## src/rtl/fcc_pkg.sv

```systemverilog
`timescale 1ns / 1ps
// ----------------------------------------------------------------------------
// fcc_pkg
// Shared types, constants and the CRC-16/CCITT-FALSE byte update for the
// fixed-frame checker.
// ----------------------------------------------------------------------------
package fcc_pkg;

    // CRC-16/CCITT-FALSE: polynomial 0x1021, initial value 0xFFFF, MSB first.
    localparam logic [15:0] CRC_INIT = 16'hFFFF;
    localparam logic [15:0] CRC_POLY = 16'h1021;
    localparam int          CRC_BYTES = 2;

    // Smallest payload length of a heartbeat frame.
    localparam logic [7:0]  HB_MIN_LEN = 8'd8;

    // Depth of the queue between the front and back parts.
    localparam int          QUEUE_DEPTH = 2;

    // Configuration register indexes.
    localparam logic [1:0]  CFG_MAGIC    = 2'd0;
    localparam logic [1:0]  CFG_VERSION  = 2'd1;
    localparam logic [1:0]  CFG_MAX_LEN  = 2'd2;
    localparam logic [1:0]  CFG_HB_ID    = 2'd3;

    // Configuration reset values.
    localparam logic [15:0] RST_MAGIC    = 16'hA55A;
    localparam logic [7:0]  RST_VERSION  = 8'd1;
    localparam logic [7:0]  RST_MAX_LEN  = 8'd22;
    localparam logic [7:0]  RST_HB_ID    = 8'd1;

    // Verdict error codes.
    localparam logic [2:0]  ERR_NONE     = 3'd0;
    localparam logic [2:0]  ERR_MAGIC    = 3'd1;
    localparam logic [2:0]  ERR_VERSION  = 3'd2;
    localparam logic [2:0]  ERR_LENGTH   = 3'd3;
    localparam logic [2:0]  ERR_CRC      = 3'd4;

    // Byte classes produced by the front part.
    localparam logic [2:0]  KIND_HDR     = 3'd0;  // header byte, slot 0..7
    localparam logic [2:0]  KIND_HB      = 3'd1;  // heartbeat payload byte, slot 0..7
    localparam logic [2:0]  KIND_BODY    = 3'd2;  // other byte covered by the CRC
    localparam logic [2:0]  KIND_CRC_LO  = 3'd3;  // received CRC, low byte
    localparam logic [2:0]  KIND_CRC_HI  = 3'd4;  // received CRC, high byte (last)

    typedef struct packed {
        logic [7:0] data;
        logic [2:0] kind;
        logic [2:0] slot;
    } t_item;

    typedef struct packed {
        logic [15:0] magic;
        logic [7:0]  version;
        logic [7:0]  max_len;
        logic [7:0]  hb_id;
    } t_cfg;

    // One byte of CRC-16/CCITT-FALSE, MSB first.
    function automatic logic [15:0] crc16_update(input logic [15:0] crc_in,
                                                 input logic [7:0]  data);
        logic [15:0] crc;
        crc = crc_in ^ {data, 8'h00};
        for (int k = 0; k < 8; k++) begin
            if (crc[15]) begin
                crc = {crc[14:0], 1'b0} ^ CRC_POLY;
            end else begin
                crc = {crc[14:0], 1'b0};
            end
        end
        return crc;
    endfunction

endpackage

```

## src/rtl/fcc_front.sv

```systemverilog
`timescale 1ns / 1ps
// ----------------------------------------------------------------------------
// fcc_front
// Tracks the byte position within the frame and classifies each accepted
// byte before it is queued for the back part.
// ----------------------------------------------------------------------------
module fcc_front
    import fcc_pkg::*;
#(
    parameter int FRAME_BYTES = 32
) (
    input  logic        i_clk,
    input  logic        i_rst_n,
    input  logic        i_in_valid,
    output logic        o_in_ready,
    input  logic [7:0]  i_rx_byte,
    input  logic        i_start_of_frame,
    output logic        o_push,
    output t_item       o_item,
    input  logic        i_push_ready
);

    localparam int POS_W     = $clog2(FRAME_BYTES);
    localparam int LAST_DATA = FRAME_BYTES - CRC_BYTES;

    logic [POS_W-1:0] r_pos;
    logic [POS_W-1:0] n_pos;
    logic [POS_W-1:0] w_pos;
    logic [2:0]       w_kind;

    // A start flag realigns the byte to position zero.
    assign w_pos = i_start_of_frame ? '0 : r_pos;

    // Classify the byte by its position in the frame.
    always_comb begin
        if (w_pos < POS_W'(8)) begin
            w_kind = KIND_HDR;
        end else if (w_pos < POS_W'(16)) begin
            w_kind = KIND_HB;
        end else if (w_pos < POS_W'(LAST_DATA)) begin
            w_kind = KIND_BODY;
        end else if (w_pos == POS_W'(LAST_DATA)) begin
            w_kind = KIND_CRC_LO;
        end else begin
            w_kind = KIND_CRC_HI;
        end
    end

    assign o_in_ready  = i_push_ready;
    assign o_push      = i_in_valid & i_push_ready;
    assign o_item.data = i_rx_byte;
    assign o_item.kind = w_kind;
    assign o_item.slot = w_pos[2:0];

    // The last byte wraps the position back to the start of the frame.
    always_comb begin
        n_pos = r_pos;
        if (o_push) begin
            if (w_kind == KIND_CRC_HI) begin
                n_pos = '0;
            end else begin
                n_pos = w_pos + 1'b1;
            end
        end
    end

    always_ff @(posedge i_clk) begin
        if (!i_rst_n) begin
            r_pos <= '0;
        end else begin
            r_pos <= n_pos;
        end
    end

endmodule

```

## src/rtl/fcc_queue.sv

```systemverilog
`timescale 1ns / 1ps
// ----------------------------------------------------------------------------
// fcc_queue
// Short first-in first-out queue of classified bytes between the front and
// back parts.
// ----------------------------------------------------------------------------
module fcc_queue
    import fcc_pkg::*;
(
    input  logic  i_clk,
    input  logic  i_rst_n,
    input  logic  i_push,
    input  t_item i_push_item,
    output logic  o_push_ready,
    output logic  o_pop_valid,
    output t_item o_pop_item,
    input  logic  i_pop
);

    localparam int PTR_W = (QUEUE_DEPTH > 1) ? $clog2(QUEUE_DEPTH) : 1;
    localparam int CNT_W = $clog2(QUEUE_DEPTH + 1);

    t_item            r_slots [QUEUE_DEPTH];
    logic [PTR_W-1:0] r_wr_ptr;
    logic [PTR_W-1:0] r_rd_ptr;
    logic [CNT_W-1:0] r_count;
    logic             w_push;
    logic             w_pop;

    assign o_push_ready = (r_count != CNT_W'(QUEUE_DEPTH));
    assign o_pop_valid  = (r_count != '0);
    assign o_pop_item   = r_slots[r_rd_ptr];
    assign w_push       = i_push & o_push_ready;
    assign w_pop        = i_pop & o_pop_valid;

    // Storage slots.
    always_ff @(posedge i_clk) begin
        if (w_push) begin
            r_slots[r_wr_ptr] <= i_push_item;
        end
    end

    // Pointers and fill count.
    always_ff @(posedge i_clk) begin
        if (!i_rst_n) begin
            r_wr_ptr <= '0;
            r_rd_ptr <= '0;
            r_count  <= '0;
        end else begin
            if (w_push) begin
                r_wr_ptr <= (r_wr_ptr == PTR_W'(QUEUE_DEPTH - 1)) ? '0 : r_wr_ptr + 1'b1;
            end
            if (w_pop) begin
                r_rd_ptr <= (r_rd_ptr == PTR_W'(QUEUE_DEPTH - 1)) ? '0 : r_rd_ptr + 1'b1;
            end
            if (w_push && !w_pop) begin
                r_count <= r_count + 1'b1;
            end else if (w_pop && !w_push) begin
                r_count <= r_count - 1'b1;
            end
        end
    end

endmodule

```

## src/rtl/fcc_back.sv

```systemverilog
`timescale 1ns / 1ps
// ----------------------------------------------------------------------------
// fcc_back
// Runs the CRC, captures header and heartbeat bytes and forms the verdict
// in an output register on the last byte of each frame.
// ----------------------------------------------------------------------------
module fcc_back
    import fcc_pkg::*;
(
    input  logic        i_clk,
    input  logic        i_rst_n,
    input  t_cfg        i_cfg,
    input  logic        i_q_valid,
    input  t_item       i_item,
    output logic        o_pop,
    output logic        o_out_valid,
    input  logic        i_out_ready,
    output logic        o_frame_ok,
    output logic [2:0]  o_error_code,
    output logic [7:0]  o_sequence_res,
    output logic [7:0]  o_message_id,
    output logic [7:0]  o_frame_flags,
    output logic [7:0]  o_payload_len,
    output logic        o_is_heartbeat,
    output logic [31:0] o_sender_uptime,
    output logic [7:0]  o_sender_role,
    output logic [7:0]  o_sender_version,
    output logic [15:0] o_sender_errors
);

    logic [15:0] r_crc;
    logic [7:0]  r_hdr [8];
    logic [7:0]  r_hb  [8];
    logic [7:0]  r_crc_lo;
    logic        r_out_valid;
    logic        r_frame_ok;
    logic [2:0]  r_error_code;
    logic [7:0]  r_sequence_res;
    logic [7:0]  r_message_id;
    logic [7:0]  r_frame_flags;
    logic [7:0]  r_payload_len;
    logic        r_is_heartbeat;
    logic [31:0] r_sender_uptime;
    logic [7:0]  r_sender_role;
    logic [7:0]  r_sender_version;
    logic [15:0] r_sender_errors;

    logic [15:0] w_crc_base;
    logic [15:0] w_crc_next;
    logic        w_last;
    logic [2:0]  w_err;
    logic        w_ok;
    logic        w_hb;

    // Take a byte whenever the output register is free or being emptied.
    assign o_pop  = i_q_valid & (~r_out_valid | i_out_ready);
    assign w_last = o_pop & (i_item.kind == KIND_CRC_HI);

    // Byte zero of a frame restarts the CRC.
    assign w_crc_base = ((i_item.kind == KIND_HDR) && (i_item.slot == 3'd0)) ?
                        CRC_INIT : r_crc;
    assign w_crc_next = crc16_update(w_crc_base, i_item.data);

    // Verdict checks in priority order; the first failure wins.
    always_comb begin
        if ({r_hdr[1], r_hdr[0]} != i_cfg.magic) begin
            w_err = ERR_MAGIC;
        end else if (r_hdr[2] != i_cfg.version) begin
            w_err = ERR_VERSION;
        end else if (r_hdr[6] > i_cfg.max_len) begin
            w_err = ERR_LENGTH;
        end else if ({i_item.data, r_crc_lo} != r_crc) begin
            w_err = ERR_CRC;
        end else begin
            w_err = ERR_NONE;
        end
    end

    assign w_ok = (w_err == ERR_NONE);
    assign w_hb = w_ok && (r_hdr[4] == i_cfg.hb_id) && (r_hdr[6] >= HB_MIN_LEN);

    // CRC accumulator and byte stores.
    always_ff @(posedge i_clk) begin
        if (!i_rst_n) begin
            r_crc <= CRC_INIT;
        end else if (o_pop) begin
            case (i_item.kind)
                KIND_HDR, KIND_HB, KIND_BODY: begin
                    r_crc <= w_crc_next;
                end
                default: begin
                end
            endcase
        end
    end

    always_ff @(posedge i_clk) begin
        if (o_pop) begin
            case (i_item.kind)
                KIND_HDR: begin
                    r_hdr[i_item.slot] <= i_item.data;
                end
                KIND_HB: begin
                    r_hb[i_item.slot] <= i_item.data;
                end
                KIND_CRC_LO: begin
                    r_crc_lo <= i_item.data;
                end
                default: begin
                end
            endcase
        end
    end

    // Output register valid flag.
    always_ff @(posedge i_clk) begin
        if (!i_rst_n) begin
            r_out_valid <= 1'b0;
        end else if (w_last) begin
            r_out_valid <= 1'b1;
        end else if (i_out_ready) begin
            r_out_valid <= 1'b0;
        end
    end

    // Output register payload; heartbeat fields read as zero otherwise.
    always_ff @(posedge i_clk) begin
        if (w_last) begin
            r_frame_ok       <= w_ok;
            r_error_code     <= w_err;
            r_sequence_res   <= r_hdr[3];
            r_message_id     <= r_hdr[4];
            r_frame_flags    <= r_hdr[5];
            r_payload_len    <= r_hdr[6];
            r_is_heartbeat   <= w_hb;
            r_sender_uptime  <= w_hb ? {r_hb[3], r_hb[2], r_hb[1], r_hb[0]} : 32'd0;
            r_sender_role    <= w_hb ? r_hb[4] : 8'd0;
            r_sender_version <= w_hb ? r_hb[5] : 8'd0;
            r_sender_errors  <= w_hb ? {r_hb[7], r_hb[6]} : 16'd0;
        end
    end

    assign o_out_valid      = r_out_valid;
    assign o_frame_ok       = r_frame_ok;
    assign o_error_code     = r_error_code;
    assign o_sequence_res   = r_sequence_res;
    assign o_message_id     = r_message_id;
    assign o_frame_flags    = r_frame_flags;
    assign o_payload_len    = r_payload_len;
    assign o_is_heartbeat   = r_is_heartbeat;
    assign o_sender_uptime  = r_sender_uptime;
    assign o_sender_role    = r_sender_role;
    assign o_sender_version = r_sender_version;
    assign o_sender_errors  = r_sender_errors;

endmodule

```

## src/rtl/fixed_frame_checker_crc16.sv

```systemverilog
`timescale 1ns / 1ps
// ----------------------------------------------------------------------------
// fixed_frame_checker_crc16
// Checks fixed-length frames protected by CRC-16/CCITT-FALSE, one byte per
// transaction, and gives one verdict per frame with header and heartbeat
// fields.
// ----------------------------------------------------------------------------
//  Channel  | Handshake                | Payload
//  ---------+--------------------------+--------------------------------------
//  in       | i_in_valid / o_in_ready  | i_rx_byte, i_start_of_frame
//  out      | o_out_valid / i_out_ready| o_frame_ok, o_error_code, header and
//           |                          | heartbeat fields
//  cfg      | i_cfg_we (no wait)       | i_cfg_addr, i_cfg_wdata
//
// One byte is accepted per cycle while o_in_ready is high; the byte-wide CRC
// update in the back part sets the cycle. A verdict is registered when the back
// part takes the last byte of its frame from the queue.
// A stalled output fills the two-entry queue, after which o_in_ready drops.
// Reset is synchronous and active low and needs no clearing pass.
// ----------------------------------------------------------------------------
module fixed_frame_checker_crc16
    import fcc_pkg::*;
#(
    parameter int FRAME_BYTES = 32
) (
    input  logic        i_clk,
    input  logic        i_rst_n,
    input  logic        i_cfg_we,
    input  logic [1:0]  i_cfg_addr,
    input  logic [15:0] i_cfg_wdata,
    input  logic        i_in_valid,
    output logic        o_in_ready,
    input  logic [7:0]  i_rx_byte,
    input  logic        i_start_of_frame,
    output logic        o_out_valid,
    input  logic        i_out_ready,
    output logic        o_frame_ok,
    output logic [2:0]  o_error_code,
    output logic [7:0]  o_sequence_res,
    output logic [7:0]  o_message_id,
    output logic [7:0]  o_frame_flags,
    output logic [7:0]  o_payload_len,
    output logic        o_is_heartbeat,
    output logic [31:0] o_sender_uptime,
    output logic [7:0]  o_sender_role,
    output logic [7:0]  o_sender_version,
    output logic [15:0] o_sender_errors
);

    t_cfg  r_cfg;
    logic  w_push;
    logic  w_push_ready;
    t_item w_push_item;
    logic  w_q_valid;
    t_item w_q_item;
    logic  w_pop;

    // Configuration registers.
    always_ff @(posedge i_clk) begin
        if (!i_rst_n) begin
            r_cfg.magic   <= RST_MAGIC;
            r_cfg.version <= RST_VERSION;
            r_cfg.max_len <= RST_MAX_LEN;
            r_cfg.hb_id   <= RST_HB_ID;
        end else if (i_cfg_we) begin
            case (i_cfg_addr)
                CFG_MAGIC:   r_cfg.magic   <= i_cfg_wdata;
                CFG_VERSION: r_cfg.version <= i_cfg_wdata[7:0];
                CFG_MAX_LEN: r_cfg.max_len <= i_cfg_wdata[7:0];
                CFG_HB_ID:   r_cfg.hb_id   <= i_cfg_wdata[7:0];
                default: begin
                end
            endcase
        end
    end

    // Front part: position tracking and classification.
    fcc_front #(
        .FRAME_BYTES (FRAME_BYTES)
    ) u_front (
        .i_clk            (i_clk),
        .i_rst_n          (i_rst_n),
        .i_in_valid       (i_in_valid),
        .o_in_ready       (o_in_ready),
        .i_rx_byte        (i_rx_byte),
        .i_start_of_frame (i_start_of_frame),
        .o_push           (w_push),
        .o_item           (w_push_item),
        .i_push_ready     (w_push_ready)
    );

    // Queue between the two parts.
    fcc_queue u_queue (
        .i_clk        (i_clk),
        .i_rst_n      (i_rst_n),
        .i_push       (w_push),
        .i_push_item  (w_push_item),
        .o_push_ready (w_push_ready),
        .o_pop_valid  (w_q_valid),
        .o_pop_item   (w_q_item),
        .i_pop        (w_pop)
    );

    // Back part: CRC, stores and verdict.
    fcc_back u_back (
        .i_clk            (i_clk),
        .i_rst_n          (i_rst_n),
        .i_cfg            (r_cfg),
        .i_q_valid        (w_q_valid),
        .i_item           (w_q_item),
        .o_pop            (w_pop),
        .o_out_valid      (o_out_valid),
        .i_out_ready      (i_out_ready),
        .o_frame_ok       (o_frame_ok),
        .o_error_code     (o_error_code),
        .o_sequence_res   (o_sequence_res),
        .o_message_id     (o_message_id),
        .o_frame_flags    (o_frame_flags),
        .o_payload_len    (o_payload_len),
        .o_is_heartbeat   (o_is_heartbeat),
        .o_sender_uptime  (o_sender_uptime),
        .o_sender_role    (o_sender_role),
        .o_sender_version (o_sender_version),
        .o_sender_errors  (o_sender_errors)
    );

    // A heartbeat verdict is only given for a frame that passed every check.
    a_hb_needs_ok: assert property (@(posedge i_clk) disable iff (!i_rst_n)
        (o_out_valid && o_is_heartbeat) |-> o_frame_ok)
        else $error("heartbeat flagged on a failed frame");

    // The pass flag and the error code agree.
    a_ok_matches_code: assert property (@(posedge i_clk) disable iff (!i_rst_n)
        o_out_valid |-> (o_frame_ok == (o_error_code == ERR_NONE)))
        else $error("frame_ok disagrees with error_code");

    // Heartbeat fields are cleared when the frame is not a heartbeat.
    a_hb_fields_zero: assert property (@(posedge i_clk) disable iff (!i_rst_n)
        (o_out_valid && !o_is_heartbeat) |->
            (o_sender_uptime == 32'd0 && o_sender_role == 8'd0 &&
             o_sender_version == 8'd0 && o_sender_errors == 16'd0))
        else $error("heartbeat fields not cleared");

    // The back part only takes a byte the queue actually holds.
    a_pop_nonempty: assert property (@(posedge i_clk) disable iff (!i_rst_n)
        w_pop |-> w_q_valid)
        else $error("pop from an empty queue");

endmodule
```

## config.mk

```make
export PLATFORM = sky130hd
export DESIGN_NAME = fixed_frame_checker_crc16
export DESIGN_NICKNAME = d
export VERILOG_FILES = /design/src/rtl/fcc_pkg.sv /design/src/rtl/fcc_front.sv /design/src/rtl/fcc_queue.sv /design/src/rtl/fcc_back.sv /design/src/rtl/fixed_frame_checker_crc16.sv
export SDC_FILE = /design/constraint.sdc
export NUM_CORES = 1
export LEC_CHECK = 0
export BUFFER_PORTS_ARGS = -buffer_cell sky130_fd_sc_hd__clkbuf_2
export CAP_MARGIN = 40
export CORE_AREA = 8 8 126 215
export DETAILED_ROUTE_END_ITERATION = 7
export DIE_AREA = 0 0 134 223
export PLACE_DENSITY = 0.74
export SETUP_SLACK_MARGIN = 0.5
export SYNTH_ARGS = -nofsm -noshare
export SYNTH_HDL_FRONTEND = slang
export SYNTH_SLANG_ARGS = --single-unit
export TNS_END_PERCENT = 50
```

## constraint.sdc

```tcl
create_clock -name i_clk -period 9.8 [get_ports i_clk]
set_input_delay 1.47 -clock i_clk [delete_from_list [all_inputs] [get_ports i_clk]]
set_output_delay 1.47 -clock i_clk [all_outputs]
set_load 0.05 [all_outputs]
```

==> impl_metrics.toml <==
[die]
start_util_pct = 50.6
core_area_mm2 = 0.0242
dieArea_mm2 = 0.0299
pin_count = 135
die_h_um = 223
die_x_um = 134
rows = 76

[placement]
place_ws_ns = 6.07
port_buffers = 134
hpwl_mm = 17.1
gp_congestion = 0.811
dp.cells = 1266

[logic_synthesis]
syn_area_mm2 = 0.0123
synth_top_family_by_area = "simple AND/OR/NAND/NOR gates"
ys_dominant_reg_cell = "edfxtp_1"
ys_types = 47
synth_top_area_share_pct = 62.9
ys_seq_area_share_pct = 73.8
synth_fa_ha_area_share_pct = 1.12
synth.avg_cell_area_um2 = 14.6
synth_xor_xnor_area_share_pct = 6.36
synth_compound_area_share_pct = 3.41
yosys-top-cells-area = "edfxtp_1 63%, dfxtp_1 11%, xnor2_1 3.9%"
synth.largest_area_cell = "edfxtp_1"
ys_ff_latch = 324
async_flop_share_pct = 0
synth_edf_count = 257
syn_nets = 883
yosys.area_share.simple_pct = 11.1
synthCells = 840
synth_mux_area_share_pct = 2.14
yosys_warnings = 0

[global_routing]
grt_pass1_vias = 7058
grt_max_degree = 66
grt_pass1_wl_mm = 37.9
gr-total-overflow = 0
track_usage_pct = 16.3
antenna_found_initial = 0

[drt]
postRouteAntennaNets = 0
drc = 0
dr_total_vias = 6789
wl_per_cell_um = 18.3
dr.first_iter.drc_count = 407
via_per_inst = 5.17
dr.pass1.iters = 5
postRouteWirelength_mm = 24.1

[setup_path]
worstReg2RegEnd = "u_back.o_frame_flags[0]"
crit_fanout = 55
critical_path_required_ns = 9.96
crit_type = "input port to flop"
start_kind = "input port"
end_kind = "flop"
crit_start = "i_out_ready"
crit_arrival_ns = 3.32
crit_end = "u_back.o_frame_flags[0]"
r2r.worst_path.cells = 6
r2r_slack_ns = 6.91

[timing]
maxSlewViolCount = 0
fmax_mhz = 317
slew_headroom_pct = 37.4
fin_crit_sh_pct = 32.2
setup_viol = 0
final-hold-violation-count = 0
finClkSkew_ns = 0.0144
grt_setup_unrepaired = "no"
tns_ns = 0
layout_setup_ws_ns = 6.64
period_needed_ns = 3.16
worstMarginPinSlew_ns = 0.933

[clocking]
root_buffer = "clkbuf_16"
clk_pin_slew_worst_paths_ns = 0.06
cts_tree = "built"
cts.sinks = 324
cts_hold_repair.buffers = 0
post_cts_buffers = 0
clock_latency_ns = 0.53
cts_made_buffers = 26
htreeDepth = 1
clockBufferDepth = 3
post_cts_resized = 0

[power]
ir_drop_mv = 0.165
power.leakage_nw = 5.24
power_density_mw_per_mm2 = 259

[min_path]
hold_class = "flop to flop"

[cells_and_area]
nNetsFinal = 1025
finalNonFillerCells = 1314
drive_gt1_share_pct = 19.3
n_fill_cell = 1900
antenna_cells = 0
area_delta_synth_final_pct = 15.5

[run_status]
status = "completed"

[job]
max_cap_viol_count = 0
## cells in the final DEF (no fill, tap or decap), types with 4 or more instances in the layout
cell       count
edfxtp_1     257
clkbuf_2     134
nand2_1       86
dfxtp_1       67
and2_1        64
xnor2_1       55
nor2_1        54
a21oi_1       30
xor2_1        29
clkbuf_16     27
inv_1         24
mux2i_1       19
nand3_1       15
o211ai_1      15
ha_1          11
nand4_1       10
nor2b_1        9
buf_4          8
nand2b_1       7
o21ai_0        7
nor4_1         7
nor3_1         7
clkbuf_1       6
bufinv_16      4
clkinv_2       4
## power by group
part           switching [W]  total [W]  internal, W
Combinational       0.000561   0.000852     0.000292
Sequential         0.0000735    0.00174      0.00167
Clock               0.000446    0.00107     0.000628
Total                0.00108    0.00367      0.00259
## cell usage after synthesis, types with 2 or more instances
cell and n:
o21ai_1 2, clkbuf_1 19, xor2_1 29, nand3b_1 2
o21ai_0 7, nand3_1 15, dfxtp_1 67, o211ai_1 15
nand2b_1 7, nand4_1 10, and2_1 64, mux2_2 2
o21bai_1 2, a32oi_1 2, nor3_1 8, nor2_1 54
xnor3_1 2, and3_1 2, a21o_1 2, nor4_1 7
buf_4 6, or2_2 2, mux2i_2 2, xnor2_1 55
mux2i_1 19, buf_6 3, nor2b_1 9, nand2_1 86
a21oi_1 30, ha_1 11, o21a_1 2, inv_1 24
edfxtp_1 257, or4_1 2, nor3b_1 2
## final cells by class
class / instances / area [um^2] / area share, %
Sequential cell: 324 / 9060 / 63.9
Multi-Input combinational cell: 463 / 2980 / 21.1
Timing Repair Buffer: 143 / 758 / 5.35
Clock buffer: 36 / 733 / 5.17
Tap cell: 312 / 390 / 2.75
Clock inverter: 12 / 156 / 1.10
Inverter: 24 / 90.1 / 0.636
## worst min path at each step
| stage | endpoint | slack [ns] | startpoint | depth (start not counted) |
|---|---|---|---|---|
| finish | u_back.o_frame_flags[5] | 0.42 | u_back.r_hdr[5][5] | 0 |
| detailed placement | u_back.o_frame_flags[5] | 0.41 | u_back.r_hdr[5][5] | 0 |
| floorplan | u_back.o_frame_flags[0] | 0.40 | u_back.r_hdr[5][0] | 0 |
| global placement | u_back.o_frame_flags[2] | 0.40 | u_back.r_hdr[5][2] | 0 |
| global route | u_back.o_frame_flags[7] | 0.43 | u_back.r_hdr[5][7] | 0 |
| CTS | u_back.o_frame_flags[5] | 0.42 | u_back.r_hdr[5][5] | 0 |
## flip-flops by register name, summed over array words and instances (netlist names), 2 cells and up, named ones only
signal,flops
u_back.r_hdr,56
u_back.o_sender_role,8
u_back.o_message_id,8
u_back.r_hb,64
u_front.r_pos,5
u_back.o_sequence_res,8
u_back.o_frame_flags,8
r_cfg,40
u_queue.r_slots,28
u_queue.r_count,2
u_back.o_sender_version,8
u_back.o_sender_uptime,32
u_back.o_sender_errors,16
u_back.r_crc_lo,8
u_back.r_crc,16
u_back.o_error_code,3
u_back.o_payload_len,8
## stage by stage
stage / util [%] / hold slack [ns] / power [W] / area [um^2]
3_5_place_dp: 54.8 / 0.407 / 0.00263 / 13300
5_1_grt: 58.4 / 0.430 / 0.00382 / 14200
2_1_floorplan: - / 0.400 / 0.00241 / 12300
6_report: 58.4 / 0.419 / 0.00367 / 14200
4_1_cts: 58.4 / 0.422 / 0.00370 / 14200
3_3_place_gp: 54.6 / 0.402 / 0.00261 / 13200
## layer usage
metal  up-vias  GRT usage (%)  routed length (um)
met2       198           30.4               13100
met3        68           3.06                1350
met1      3266           16.6                8600
met4         0           8.70                1110
li1       3257              -                   -
met5         -              0                   0
## critical path: stages
cell and delay [ns]:
clkbuf_2 0.07, nor2b_1 0.05, o21bai_1 0.29, nor3_4 0.24, buf_4 0.50, buf_4 0.64
## cell families (layout without fill, tap and decap cells)
| group | Yosys count | in the layout |
|---|---|---|
| adder cells (fa/ha/maj) | 11 | 11 |
| buffers and inverters | 53 | 215 |
| AO/OA/AOI/OAI | 67 | 67 |
| AND/OR/NAND/NOR | 275 | 275 |
| flip-flops | 324 | 324 |
| multiplexers | 24 | 24 |
| XOR/XNOR | 86 | 86 |
Power figures use the tool's default switching activity.
